<file path="src/gda_pkg.sv">
`timescale 1ns / 1ps
// ---------------------------------------------------------------------------
// gda_pkg
// Shared types, constants and calendar helpers for the Gregorian date
// add/subtract block.
// ---------------------------------------------------------------------------
package gda_pkg;

    // field widths
    localparam int MODE_W  = 3;
    localparam int DAY_W   = 5;
    localparam int MONTH_W = 4;
    localparam int YEAR_W  = 14;
    localparam int ERR_W   = 2;
    // year modulo 400 fits in 9 bits
    localparam int R400_W  = 9;

    // parameter defaults
    localparam int COUNT_WIDTH_DEF = 16;
    localparam int MAX_YEAR_DEF    = 9999;

    // mode codes
    localparam logic [MODE_W-1:0] MODE_LOAD = 3'd0;
    localparam logic [MODE_W-1:0] MODE_ADD  = 3'd1;
    localparam logic [MODE_W-1:0] MODE_SUB  = 3'd2;
    localparam logic [MODE_W-1:0] MODE_NEXT = 3'd3;
    localparam logic [MODE_W-1:0] MODE_PREV = 3'd4;

    // error codes
    localparam logic [ERR_W-1:0] ERR_OK       = 2'd0;
    localparam logic [ERR_W-1:0] ERR_BAD_DATE = 2'd1;
    localparam logic [ERR_W-1:0] ERR_RANGE    = 2'd2;

    // calendar constants
    localparam logic [MONTH_W-1:0] MONTH_JAN = 4'd1;
    localparam logic [MONTH_W-1:0] MONTH_FEB = 4'd2;
    localparam logic [MONTH_W-1:0] MONTH_APR = 4'd4;
    localparam logic [MONTH_W-1:0] MONTH_JUN = 4'd6;
    localparam logic [MONTH_W-1:0] MONTH_SEP = 4'd9;
    localparam logic [MONTH_W-1:0] MONTH_NOV = 4'd11;
    localparam logic [MONTH_W-1:0] MONTH_DEC = 4'd12;
    localparam logic [YEAR_W-1:0]  YEAR_400  = 14'd400;
    localparam logic [R400_W-1:0]  R400_LAST = 9'd399;
    localparam logic [R400_W-1:0]  R400_100  = 9'd100;
    localparam logic [R400_W-1:0]  R400_200  = 9'd200;
    localparam logic [R400_W-1:0]  R400_300  = 9'd300;
    localparam logic [DAY_W-1:0]   LEN_31    = 5'd31;
    localparam logic [DAY_W-1:0]   LEN_30    = 5'd30;
    localparam logic [DAY_W-1:0]   LEN_29    = 5'd29;
    localparam logic [DAY_W-1:0]   LEN_28    = 5'd28;

    // sequencer states
    typedef enum logic [2:0] {
        S_IDLE,
        S_LOAD,
        S_ADD,
        S_SUB,
        S_OUT
    } state_t;

    // position of the month walk
    typedef struct packed {
        logic [MONTH_W-1:0] month;
        logic [YEAR_W-1:0]  year;
        logic [R400_W-1:0]  r400;
    } walk_pos_t;

    // result of one month step
    typedef struct packed {
        walk_pos_t pos;
        logic      done;
        logic      bad;
    } step_res_t;

    // leap year from year mod 400
    function automatic logic is_leap(input logic [R400_W-1:0] r);
        is_leap = (r[1:0] == 2'b00) && (r != R400_100) && (r != R400_200)
                  && (r != R400_300);
    endfunction

    // days in a month
    function automatic logic [DAY_W-1:0] month_len(input logic [MONTH_W-1:0] m,
                                                    input logic lp);
        case (m) inside
            MONTH_APR, MONTH_JUN, MONTH_SEP, MONTH_NOV: month_len = LEN_30;
            MONTH_FEB: month_len = lp ? LEN_29 : LEN_28;
            default:   month_len = LEN_31;
        endcase
    endfunction

endpackage

</file>
<file path="src/gda_if.sv">
`timescale 1ns / 1ps
// ---------------------------------------------------------------------------
// gda_in_if / gda_out_if
// Valid/ready channels carrying date requests and date results.
// ---------------------------------------------------------------------------
interface gda_in_if import gda_pkg::*; #(
    parameter int COUNT_WIDTH = COUNT_WIDTH_DEF
) ();
    logic                   valid;
    logic                   ready;
    logic [MODE_W-1:0]      mode;
    logic [DAY_W-1:0]       in_day;
    logic [MONTH_W-1:0]     in_month;
    logic [YEAR_W-1:0]      in_year;
    logic [COUNT_WIDTH-1:0] day_count;

    modport source (output valid, mode, in_day, in_month, in_year, day_count,
                    input ready);
    modport sink   (input valid, mode, in_day, in_month, in_year, day_count,
                    output ready);
endinterface

interface gda_out_if import gda_pkg::*; ();
    logic               valid;
    logic               ready;
    logic [DAY_W-1:0]   res_day;
    logic [MONTH_W-1:0] res_month;
    logic [YEAR_W-1:0]  res_year;
    logic [ERR_W-1:0]   error;

    modport source (output valid, res_day, res_month, res_year, error,
                    input ready);
    modport sink   (input valid, res_day, res_month, res_year, error,
                    output ready);
endinterface

</file>
<file path="src/gda_step_unit.sv">
`timescale 1ns / 1ps
// ---------------------------------------------------------------------------
// gda_step_unit
// One month step of the date walk: forward (drop the current month's length)
// or backward (borrow the previous month's length), with year carry/borrow.
// ---------------------------------------------------------------------------
module gda_step_unit import gda_pkg::*; #(
    parameter int AW       = 18,
    parameter int MAX_YEAR = MAX_YEAR_DEF
) (
    input  logic                 dir_sub,
    input  logic signed [AW-1:0] acc,
    input  walk_pos_t            pos,
    output logic signed [AW-1:0] acc_next,
    output step_res_t            res
);

    localparam logic [YEAR_W-1:0] MAX_Y = YEAR_W'(MAX_YEAR);
    localparam logic [YEAR_W-1:0] MIN_Y = YEAR_W'(1);

    walk_pos_t          fwd;
    walk_pos_t          bwd;
    walk_pos_t          len_pos;
    logic               fwd_bad;
    logic               bwd_bad;
    logic [DAY_W-1:0]   len;
    logic signed [AW-1:0] len_s;

    // neighbor months
    always_comb
    begin
        fwd     = pos;
        bwd     = pos;
        fwd_bad = 1'b0;
        bwd_bad = 1'b0;
        if (pos.month == MONTH_DEC)
        begin
            fwd_bad   = (pos.year == MAX_Y);
            fwd.month = MONTH_JAN;
            fwd.year  = pos.year + YEAR_W'(1);
            fwd.r400  = (pos.r400 == R400_LAST) ? '0 : pos.r400 + R400_W'(1);
        end
        else
        begin
            fwd.month = pos.month + MONTH_W'(1);
        end
        if (pos.month == MONTH_JAN)
        begin
            bwd_bad   = (pos.year == MIN_Y);
            bwd.month = MONTH_DEC;
            bwd.year  = pos.year - YEAR_W'(1);
            bwd.r400  = (pos.r400 == '0) ? R400_LAST : pos.r400 - R400_W'(1);
        end
        else
        begin
            bwd.month = pos.month - MONTH_W'(1);
        end
    end

    // one length lookup, one adder
    assign len_pos = dir_sub ? bwd : pos;
    assign len     = month_len(len_pos.month, is_leap(len_pos.r400));
    assign len_s   = $signed(AW'(len));

    always_comb
    begin
        if (dir_sub)
        begin
            res.done = (acc > $signed(AW'(0)));
            res.bad  = !res.done && bwd_bad;
            res.pos  = bwd;
            acc_next = acc + len_s;
        end
        else
        begin
            res.done = (acc <= len_s);
            res.bad  = !res.done && fwd_bad;
            res.pos  = fwd;
            acc_next = acc - len_s;
        end
    end

endmodule

</file>
<file path="src/gregorian_date_add_subtract.sv">
`timescale 1ns / 1ps
// ---------------------------------------------------------------------------
// gregorian_date_add_subtract
// Stored Gregorian date with load, add/subtract N days and next/previous day.
// ---------------------------------------------------------------------------
//  channel | dir | payload                                       | handshake
//  in_ch   | in  | mode, in_day, in_month, in_year, day_count    | valid/ready
//  out_ch  | out | res_day, res_month, res_year, error           | valid/ready
//
//  One item at a time; ready is high only while idle.
//  Load: year mod 400 by repeated subtraction of 400.
//  Add/subtract: one month walked per cycle (about day_count / 30 months).
//  Next/previous walk a count of one day; unused modes go straight to the
//  result. The month step unit sets the walk rate. The result then waits
//  for out_ch.ready. Reset sets the stored date to 0001-01-01.
// ---------------------------------------------------------------------------
module gregorian_date_add_subtract import gda_pkg::*; #(
    parameter int COUNT_WIDTH = COUNT_WIDTH_DEF,
    parameter int MAX_YEAR    = MAX_YEAR_DEF
) (
    input  logic       clk,
    input  logic       rst_n,
    gda_in_if.sink     in_ch,
    gda_out_if.source  out_ch
);

    localparam int AW = ((COUNT_WIDTH > DAY_W) ? COUNT_WIDTH : DAY_W) + 2;
    localparam logic [YEAR_W-1:0] MAX_Y = YEAR_W'(MAX_YEAR);

    state_t               state_reg, state_next;
    logic [MODE_W-1:0]    mode_reg, mode_next;
    logic [DAY_W-1:0]     ld_reg, ld_next;
    logic [MONTH_W-1:0]   lm_reg, lm_next;
    logic [YEAR_W-1:0]    ly_reg, ly_next;
    logic [YEAR_W-1:0]    rem_reg, rem_next;
    logic signed [AW-1:0] acc_reg, acc_next;
    walk_pos_t            pos_reg, pos_next;
    logic [DAY_W-1:0]     cur_day_reg, cur_day_next;
    logic [MONTH_W-1:0]   cur_month_reg, cur_month_next;
    logic [YEAR_W-1:0]    cur_year_reg, cur_year_next;
    logic [R400_W-1:0]    cur_r400_reg, cur_r400_next;
    logic [DAY_W-1:0]     res_day_reg, res_day_next;
    logic [MONTH_W-1:0]   res_month_reg, res_month_next;
    logic [YEAR_W-1:0]    res_year_reg, res_year_next;
    logic [ERR_W-1:0]     err_reg, err_next;

    logic [COUNT_WIDTH-1:0] cnt_sel;
    logic                   is_single;
    logic                   load_ok;
    logic signed [AW-1:0]   step_acc;
    step_res_t              step;

    // shared month step unit
    gda_step_unit #(
        .AW       (AW),
        .MAX_YEAR (MAX_YEAR)
    ) u_step (
        .dir_sub  (state_reg == S_SUB),
        .acc      (acc_reg),
        .pos      (pos_reg),
        .acc_next (step_acc),
        .res      (step)
    );

    // next/previous move by one day
    assign is_single = (in_ch.mode == MODE_NEXT) || (in_ch.mode == MODE_PREV);
    assign cnt_sel   = is_single ? COUNT_WIDTH'(1) : in_ch.day_count;

    // load validation, once rem_reg holds year mod 400
    assign load_ok = (lm_reg >= MONTH_JAN) && (lm_reg <= MONTH_DEC)
                     && (ly_reg != '0) && (ly_reg <= MAX_Y)
                     && (ld_reg != '0)
                     && (ld_reg <= month_len(lm_reg, is_leap(rem_reg[R400_W-1:0])));

    // next state
    always_comb
    begin
        state_next = state_reg;
        case (state_reg)
            S_IDLE:
            begin
                if (in_ch.valid)
                begin
                    case (in_ch.mode) inside
                        MODE_LOAD:            state_next = S_LOAD;
                        MODE_ADD, MODE_NEXT:  state_next = S_ADD;
                        MODE_SUB, MODE_PREV:  state_next = S_SUB;
                        default:              state_next = S_OUT;
                    endcase
                end
            end
            S_LOAD:
            begin
                if (rem_reg < YEAR_400)
                    state_next = S_OUT;
            end
            S_ADD, S_SUB:
            begin
                if (step.done || step.bad)
                    state_next = S_OUT;
            end
            S_OUT:
            begin
                if (out_ch.ready)
                    state_next = S_IDLE;
            end
            default: state_next = S_IDLE;
        endcase
    end

    // handshake and payload outputs
    always_comb
    begin
        in_ch.ready      = (state_reg == S_IDLE);
        out_ch.valid     = (state_reg == S_OUT);
        out_ch.res_day   = res_day_reg;
        out_ch.res_month = res_month_reg;
        out_ch.res_year  = res_year_reg;
        out_ch.error     = err_reg;
    end

    // datapath
    always_comb
    begin
        mode_next      = mode_reg;
        ld_next        = ld_reg;
        lm_next        = lm_reg;
        ly_next        = ly_reg;
        rem_next       = rem_reg;
        acc_next       = acc_reg;
        pos_next       = pos_reg;
        cur_day_next   = cur_day_reg;
        cur_month_next = cur_month_reg;
        cur_year_next  = cur_year_reg;
        cur_r400_next  = cur_r400_reg;
        res_day_next   = res_day_reg;
        res_month_next = res_month_reg;
        res_year_next  = res_year_reg;
        err_next       = err_reg;
        case (state_reg)
            S_IDLE:
            begin
                if (in_ch.valid)
                begin
                    mode_next      = in_ch.mode;
                    ld_next        = in_ch.in_day;
                    lm_next        = in_ch.in_month;
                    ly_next        = in_ch.in_year;
                    rem_next       = in_ch.in_year;
                    pos_next.month = cur_month_reg;
                    pos_next.year  = cur_year_reg;
                    pos_next.r400  = cur_r400_reg;
                    if ((in_ch.mode == MODE_SUB) || (in_ch.mode == MODE_PREV))
                        acc_next = $signed(AW'(cur_day_reg)) - $signed(AW'(cnt_sel));
                    else
                        acc_next = $signed(AW'(cur_day_reg)) + $signed(AW'(cnt_sel));
                    // unused modes report the stored date
                    res_day_next   = cur_day_reg;
                    res_month_next = cur_month_reg;
                    res_year_next  = cur_year_reg;
                    err_next       = ERR_OK;
                end
            end
            S_LOAD:
            begin
                if (rem_reg >= YEAR_400)
                begin
                    rem_next = rem_reg - YEAR_400;
                end
                else if (load_ok)
                begin
                    cur_day_next   = ld_reg;
                    cur_month_next = lm_reg;
                    cur_year_next  = ly_reg;
                    cur_r400_next  = rem_reg[R400_W-1:0];
                    res_day_next   = ld_reg;
                    res_month_next = lm_reg;
                    res_year_next  = ly_reg;
                    err_next       = ERR_OK;
                end
                else
                begin
                    err_next = ERR_BAD_DATE;
                end
            end
            S_ADD, S_SUB:
            begin
                if (step.bad)
                begin
                    err_next = ERR_RANGE;
                end
                else if (step.done)
                begin
                    res_day_next   = acc_reg[DAY_W-1:0];
                    res_month_next = pos_reg.month;
                    res_year_next  = pos_reg.year;
                    err_next       = ERR_OK;
                    // add and subtract keep the new date
                    if ((mode_reg == MODE_ADD) || (mode_reg == MODE_SUB))
                    begin
                        cur_day_next   = acc_reg[DAY_W-1:0];
                        cur_month_next = pos_reg.month;
                        cur_year_next  = pos_reg.year;
                        cur_r400_next  = pos_reg.r400;
                    end
                end
                else
                begin
                    acc_next = step_acc;
                    pos_next = step.pos;
                end
            end
            default:
            begin
            end
        endcase
    end

    // control and stored date
    always_ff @(posedge clk or negedge rst_n)
    begin
        if (!rst_n)
        begin
            state_reg     <= S_IDLE;
            cur_day_reg   <= DAY_W'(1);
            cur_month_reg <= MONTH_JAN;
            cur_year_reg  <= YEAR_W'(1);
            cur_r400_reg  <= R400_W'(1);
        end
        else
        begin
            state_reg     <= state_next;
            cur_day_reg   <= cur_day_next;
            cur_month_reg <= cur_month_next;
            cur_year_reg  <= cur_year_next;
            cur_r400_reg  <= cur_r400_next;
        end
    end

    // working and result payload
    always_ff @(posedge clk)
    begin
        mode_reg      <= mode_next;
        ld_reg        <= ld_next;
        lm_reg        <= lm_next;
        ly_reg        <= ly_next;
        rem_reg       <= rem_next;
        acc_reg       <= acc_next;
        pos_reg       <= pos_next;
        res_day_reg   <= res_day_next;
        res_month_reg <= res_month_next;
        res_year_reg  <= res_year_next;
        err_reg       <= err_next;
    end

endmodule

</file>
<file path="src/flat_wrapper.sv">
// flat-port wrapper written by rule: the top's interface ports become plain ports
module gregorian_date_add_subtract_flat import gda_pkg::*;
#(
    parameter int COUNT_WIDTH = COUNT_WIDTH_DEF,
    parameter int MAX_YEAR    = MAX_YEAR_DEF
)
  (clk, rst_n, in_ch_valid, in_ch_mode, in_ch_in_day, in_ch_in_month, in_ch_in_year, in_ch_day_count, in_ch_ready, out_ch_valid, out_ch_res_day, out_ch_res_month, out_ch_res_year, out_ch_error, out_ch_ready);
  gda_in_if #(.COUNT_WIDTH(COUNT_WIDTH)) in_ch_i ();
  gda_out_if out_ch_i ();
  input  logic clk;
  input  logic rst_n;
  input wire logic [$bits(in_ch_i.valid)-1:0] in_ch_valid;
  input wire logic [$bits(in_ch_i.mode)-1:0] in_ch_mode;
  input wire logic [$bits(in_ch_i.in_day)-1:0] in_ch_in_day;
  input wire logic [$bits(in_ch_i.in_month)-1:0] in_ch_in_month;
  input wire logic [$bits(in_ch_i.in_year)-1:0] in_ch_in_year;
  input wire logic [$bits(in_ch_i.day_count)-1:0] in_ch_day_count;
  output wire logic [$bits(in_ch_i.ready)-1:0] in_ch_ready;
  output wire logic [$bits(out_ch_i.valid)-1:0] out_ch_valid;
  output wire logic [$bits(out_ch_i.res_day)-1:0] out_ch_res_day;
  output wire logic [$bits(out_ch_i.res_month)-1:0] out_ch_res_month;
  output wire logic [$bits(out_ch_i.res_year)-1:0] out_ch_res_year;
  output wire logic [$bits(out_ch_i.error)-1:0] out_ch_error;
  input wire logic [$bits(out_ch_i.ready)-1:0] out_ch_ready;
  assign in_ch_i.valid = in_ch_valid;
  assign in_ch_i.mode = in_ch_mode;
  assign in_ch_i.in_day = in_ch_in_day;
  assign in_ch_i.in_month = in_ch_in_month;
  assign in_ch_i.in_year = in_ch_in_year;
  assign in_ch_i.day_count = in_ch_day_count;
  assign in_ch_ready = in_ch_i.ready;
  assign out_ch_valid = out_ch_i.valid;
  assign out_ch_res_day = out_ch_i.res_day;
  assign out_ch_res_month = out_ch_i.res_month;
  assign out_ch_res_year = out_ch_i.res_year;
  assign out_ch_error = out_ch_i.error;
  assign out_ch_i.ready = out_ch_ready;
  gregorian_date_add_subtract #(.COUNT_WIDTH(COUNT_WIDTH), .MAX_YEAR(MAX_YEAR)) u_core (.clk(clk), .rst_n(rst_n), .in_ch(in_ch_i), .out_ch(out_ch_i));
endmodule
</file>
<file path="config.mk">
export PLATFORM = sky130hd
export DESIGN_NAME = gregorian_date_add_subtract_flat
export DESIGN_NICKNAME = d
export VERILOG_FILES = /design/src/gda_pkg.sv /design/src/gda_if.sv /design/src/gda_step_unit.sv /design/src/gregorian_date_add_subtract.sv /design/src/flat_wrapper.sv
export SDC_FILE = /design/constraint.sdc
export NUM_CORES = 1
export LEC_CHECK = 0
export BUFFER_PORTS_ARGS = -buffer_cell sky130_fd_sc_hd__clkbuf_2
export CORE_AREA = 8 8 160 162
export CTS_CLUSTER_DIAMETER = 50
export DETAILED_ROUTE_END_ITERATION = 7
export DIE_AREA = 0 0 168 170
export PLACE_DENSITY = 0.71
export SYNTH_ARGS = -nofsm -noshare
export SYNTH_HDL_FRONTEND = slang
export SYNTH_SLANG_ARGS = --single-unit
</file>
<file path="constraint.sdc">
create_clock -name clk -period 11.4 [get_ports clk]
set_input_delay 2.28 -clock clk [delete_from_list [all_inputs] [get_ports clk]]
set_output_delay 2.28 -clock clk [all_outputs]
set_load 0.01 [all_outputs]
</file>
==> results of run 1 <==
-- final cells by class --
| type | instances | area (um^2) |
|---|---|---|
| clock buffer | 17 | 425 |
| multi-input combinational | 861 | 5520 |
| clock inverter | 15 | 194 |
| tap | 290 | 363 |
| sequential | 145 | 4180 |
| fill | 2110 | 11800 |
| inverter | 35 | 131 |
| timing repair buffer | 85 | 458 |
-- metrics by stage --
step                 util  std cells  cell area (um^2)  setup WS (ns)
finish              0.489       1448             11300           5.19
CTS                 0.489       1448             11300           5.23
detailed placement  0.462       1416             10700           5.22
global placement    0.462       1416             10700           5.30
floorplan               -       1124             10200           5.63
global route        0.489       1448             11300           4.59
-- cells by family (layout without fill, tap and decap cells) --
family	after synthesis	after routing
AOI/OAI and AO/OA	296	296
xor gates and xnor gates	52	52
muxes	39	39
buffers and inverters	118	152
DFF	145	145
and+or+nand+nor	441	441
adders and majority gates	33	33
-- routing by layer --
| layer | up-vias | routed length [um] | global-route usage |
|---|---|---|---|
| met5 | - | 0 | 0 |
| met4 | 0 | 702 | 0.0776 |
| met3 | 58 | 2200 | 0.0341 |
| met2 | 430 | 12900 | 0.301 |
| met1 | 4240 | 12600 | 0.272 |
| li1 | 4197 | - | - |
-- layout by cell type, fill, tap and decap left out, drive strengths merged, types with 21 or more instances in the layout --
cell / instances
nand2: 185
edfxtp: 110
o21ai: 101
clkbuf: 89
nor2: 62
a21oi: 47
nor3: 43
inv: 42
nand3: 35
mux2: 32
dfrtp: 31
a22oi: 30
xor2: 29
ha: 29
xnor2: 23
a31oi: 21
-- power groups by stage --
stage                     Sequential (W)  Combinational (W)  Clock [W]
after floorplan                  0.00106            0.00110          0
after global placement           0.00118            0.00136          0
after detailed placement         0.00119            0.00139          0
after CTS                        0.00118            0.00140   0.000596
after global routing             0.00123            0.00155   0.000616
final                            0.00119            0.00141   0.000590
-- worst max-delay path by stage --
stage,depth (start not counted),endpoint,startpoint
after CTS,18,u_core.acc_reg[6],u_core.pos_reg[24]
after detailed placement,18,u_core.acc_reg[12],u_core.pos_reg[24]
after global placement,17,u_core.acc_reg[10],u_core.pos_reg[24]
after global routing,18,u_core.acc_reg[9],u_core.pos_reg[24]
final,18,u_core.acc_reg[6],u_core.pos_reg[24]
after floorplan,18,u_core.acc_reg[0],u_core.pos_reg[24]
==> impl_metrics.tcl, run 1 <==
set metrics [dict create \
    ctsLongestPathBuffers 2 \
    worst_hold_path_type "reg2reg" \
    critPathRequiredTime_ns 11.44 \
    switching_share 0.427 \
    r2r_slack_ns 5.19 \
    hold_viol 0 \
    ys_ff_latch 145 \
    min_from "u_core.cur_r400_reg[4]" \
    ant_nets 0 \
    worstPathCellList "inv_1 > ha_1 > nor3b_2 > nand4_1 > nor4b_1 > o21ai_0 > a2111oi_0 > a21oi_1 > o311a_1 > ha_1 > fa_1 > and4b_1 > o21ai_0 > a21oi_2 > nand2_1 > a21oi_1 > nand2_1 > a21oi_2" \
    avgSynthCellArea_um2 9.05 \
    drive_gt1_frac 0.153 \
    final.setup_skew_ns 0.0127 \
    end_kind "flop" \
    ys_seq_area_frac 0.411 \
    netlist_top_cells_count "nand2_1 (185), edfxtp_1 (110), o21ai_0 (99), clkbuf_1 (71), nor2_1 (62)" \
    cts_setup_buffers 0 \
    syn_area_mm2 0.0102 \
    grt-ovfl-total 0 \
    seqPwrFrac 0.374 \
    p_int_w 0.00183 \
    maxCapViolations 0 \
    clk_pin_slew_ns 0.07 \
    crit_type "reg2reg" \
    synth.area.mux_share 0.0526 \
    worst_slew_pin_slew_ns 1.29 \
    cts_hold_buf 0 \
    timing.rr.end "u_core.acc_reg[6]" \
    cts_root_buffer "clkbuf_16" \
    core_mm2 0.0231 \
    hold_slack_ns 0.514 \
    grt_start_max_net_pins 96 \
    worstSkewPairLatency_ns 0.44 \
    crit_path_max_fanout 22 \
    synth_top_family_by_area "simple AND/OR/NAND/NOR gates" \
    yosysMostFrequentCell "nand2_1" \
    die_width_um 168 \
    critPathLaunchType "flop" \
    diodes 0 \
    final.setup.tns_ns 0 \
    cp_top_family "compound AO/OA/AOI/OAI gates" \
    rows 56 \
    antenna_found_initial 0 \
    synthesis.nets 1203 \
    p_comb_frac 0.442 \
    synth-xor-area-share 0.0448 \
    largest_register_ff_count 18 \
    hold_path_depth 1 \
    grt_util_all_layers 0.196 \
    drt_wl_total_mm 28.4 \
    place.gp.congestion 0.895 \
    final.min_clock_period_ns 6.21 \
    fin_nets 1224 \
    synthSimpleGateAreaFrac 0.210 \
    num_vias 8925 \
    grt_pass1_wl_mm 45.1 \
    cts_sinks 145 \
    synth_edf_count 110 \
    ys_types 81 \
    ios 73 \
    io_buffer_count 72 \
    start_util 0.441 \
    ir_worst_vdd_uv 195 \
    reg2reg_depth 18 \
    clockPowerShare 0.185 \
    drt-vias-per-instance 6.16 \
    power_density_mw_per_mm2 283 \
    max_freq_ghz 0.161 \
    syn_inst 1124 \
    die_h_um 170 \
    relSlewSlack 0.140 \
    post-dp-hpwl_mm 20.1 \
    dieArea_mm2 0.0286 \
    period_share 0.544 \
    grt_pass1_vias 8409 \
    ys_top_cells_by_area "edfxtp_1 (32%), dfrtp_1 (7.6%), nand2_1 (6.8%)" \
    h-tree-depth 4 \
    routedWlPerCell_um 19.6 \
    critPathArrivalTime_ns 6.24 \
    synthFlopType "edfxtp_1" \
    reg2reg_from "u_core.pos_reg[24]" \
    critical_path.slowest_cell "a21oi_2" \
    ys_warn_count 0 \
    status "finished clean" \
    cts-resized-gates 0 \
    numCtsBuffers 17 \
    first_pass_iters 6 \
    tritoncts "yes" \
    async_reset_ff_frac 0.241 \
    critPathBufInv 1 \
    drt_iter0_markers 1159 \
    fin_total_pwr_w 0.00319 \
    area_growth_pct 10.7 \
    synth_compound_area_frac 0.188 \
    yosysTopAreaCellShare 0.325 \
    final_max_slew_viol_count 0 \
    p_leak_nw 4.49 \
    drc 0 \
    whs_endpoint "u_core.cur_r400_reg[4]" \
    cpPeakStageDelay_ns 0.96 \
    synth_area_leader_cell "edfxtp_1" \
    grt_setup_unrepaired "no" \
    synthAdderAreaFrac 0.0435 \
    setup_viol 0 \
    p_sw_w 0.00137 \
]
No activity file was read; power rests on OpenSTA's default activity.
==> inputs of run 2 (changes only) <==
==> constraint.sdc (replaced) <==
create_clock -name clk -period 6.2 [get_ports clk]
set_input_delay 1.24 -clock clk [delete_from_list [all_inputs] [get_ports clk]]
set_output_delay 1.24 -clock clk [all_outputs]
set_load 0.01 [all_outputs]
==> run 2 against run 1 <==
Clock power is 75% higher. Clock skew decreased by 0.0052 ns. Flip-flop and latch count unchanged. Utilization is 0.22 points higher. Clock-buffer cell count is the same. Sequential power up 84%. Die area is the same. Routed wire length is 0.89% higher. Highest routed layer unchanged.
==> impl_metrics.tcl, run 2 (synthesis gave the netlist of run 1 again) <==
set metrics [dict create \
    worst_hold_path_type "reg2reg" \
    antenna_found_initial 0 \
    cp_top_family "compound AO/OA/AOI/OAI gates" \
    die_h_um 170 \
    start_util 0.441 \
    critPathBufInv 2 \
    grt.busiest_layer "met2" \
    ios 73 \
    numCtsBuffers 17 \
    place.gp.congestion 0.902 \
    design_area_mm2 0.0113 \
    p_leak_nw 4.51 \
    hold_viol 0 \
    cts_hold_buf 0 \
    critPathArrivalTime_ns 6.10 \
    path_depth 18 \
    first_pass_iters 5 \
    final.setup_skew_ns 0.00749 \
    clk_pin_slew_ns 0.06 \
    crit_path_max_fanout 24 \
    die_width_um 168 \
    final.min_clock_period_ns 5.79 \
    grt-ovfl-total 0 \
    critPathRequiredTime_ns 6.51 \
    critical_path.slowest_cell "or3b_2" \
    grt_pass1_wl_mm 45.7 \
    crit_type "reg2reg" \
    final_max_slew_viol_count 0 \
    dieArea_mm2 0.0286 \
    worstPathCellList "inv_1 > ha_1 > or3b_2 > o31ai_2 > o221ai_1 > a2111oi_1 > a21oi_1 > o311a_1 > ha_1 > fa_1 > and4b_1 > o21ai_0 > a21oi_2 > a22oi_4 > nand3b_1 > or3_2 > buf_12 > mux2_4" \
    multi_input_comb_area_mm2 0.00552 \
    use_met3 0.0294 \
    worstSkewPairLatency_ns 0.43 \
    setup_viol 0 \
    ir_worst_vdd_uv 510 \
    drt_wl_total_mm 28.6 \
    io_buffer_count 72 \
    ctsLongestPathBuffers 2 \
    min_from "u_core.cur_r400_reg[7]" \
    rows 56 \
    drt_iter0_markers 1013 \
    reg2reg_depth 18 \
    grt_util_all_layers 0.199 \
    grt_setup_unrepaired "no" \
    fin_util 0.491 \
    max_freq_ghz 0.173 \
    worst_slew_pin_slew_ns 0.974 \
    drc 0 \
    cts_root_buffer "clkbuf_16" \
    critPathLaunchType "flop" \
    grtUsageMet2 0.297 \
    whs_endpoint "u_core.cur_r400_reg[7]" \
    fill_cells 2123 \
    tritoncts "yes" \
    h-tree-depth 4 \
    ant_nets 0 \
    r2r_slack_ns 0.41 \
    period_share 0.933 \
    status "finished clean" \
    core_mm2 0.0231 \
    regArea_mm2 0.00418 \
    maxCapViolations 0 \
    largest_register_ff_count 18 \
    end_kind "flop" \
    cpPeakStageDelay_ns 0.59 \
    drt-vias-per-instance 6.12 \
    cts_setup_buffers 0 \
    relSlewSlack 0.350 \
    routedWlPerCell_um 19.6 \
    hold_slack_ns 0.511 \
    diodes 0 \
    fin_nets 1233 \
    reg2reg_from "u_core.pos_reg[24]" \
    place_area_mm2 0.0107 \
    grt_pass1_vias 8269 \
    final.setup.tns_ns 0 \
    drive_gt1_frac 0.159 \
    cp_common_cell "ha_1" \
    mostFrequentLayoutCell "nand2_1" \
    final_cell_mix "nand2_1 (185), edfxtp_1 (110), o21ai_0 (99)" \
    cts_sinks 145 \
    power_density_mw_per_mm2 518 \
    grt_util_met1 0.286 \
    timing.rr.end "u_core.cur_year_reg[6]" \
    post-dp-hpwl_mm 20.4 \
    num_vias 8917 \
    hold_path_depth 1 \
    cts-resized-gates 0 \
    grt_start_max_net_pins 97 \
    area_growth_pct 11.2 \
]
run 2: worst max path at each step:
stage,from,endpoint,slack [ns]
floorplan,u_core.pos_reg[24],u_core.acc_reg[0],0.43
global placement,u_core.pos_reg[24],u_core.cur_year_reg[5],0.61
detailed placement,u_core.pos_reg[24],u_core.cur_year_reg[12],0.43
CTS,u_core.pos_reg[24],u_core.cur_year_reg[6],0.42
global route,u_core.pos_reg[24],u_core.cur_r400_reg[7],0.13
finish,u_core.pos_reg[24],u_core.cur_year_reg[6],0.41
run 2: final cells by class:
class,count,share of cell area
Tap cell,290,0.0320
Clock inverter,15,0.0140
Clock buffer,17,0.0376
Timing Repair Buffer,94,0.0475
Inverter,35,0.0116
Multi-Input combinational cell,861,0.488
Sequential cell,145,0.370
run 2: stage by stage:
step	std cells	worst slack, ns	total power [W]
2_1_floorplan	1124	0.434	0.00397
3_3_place_gp	1425	0.607	0.00472
3_5_place_dp	1425	0.427	0.00478
4_1_cts	1457	0.418	0.00583
5_1_grt	1457	0.125	0.00622
6_report	1457	0.413	0.00586
run 2: routing by layer:
metal / up-vias / wire length, um
met5: - / 0
met1: 4279 / 13100
met2: 373 / 12900
met3: 39 / 2000
li1: 4226 / -
met4: 0 / 561
run 2: report_power, final:
| group | leakage (nW) | internal, W | total [W] | switching, W |
|---|---|---|---|---|
| Combinational | 2.77 | 0.00107 | 0.00264 | 0.00157 |
| Sequential | 1.46 | 0.00167 | 0.00219 | 0.000520 |
| Clock | 0.271 | 0.000596 | 0.00103 | 0.000435 |
| Total | 4.51 | 0.00333 | 0.00586 | 0.00253 |
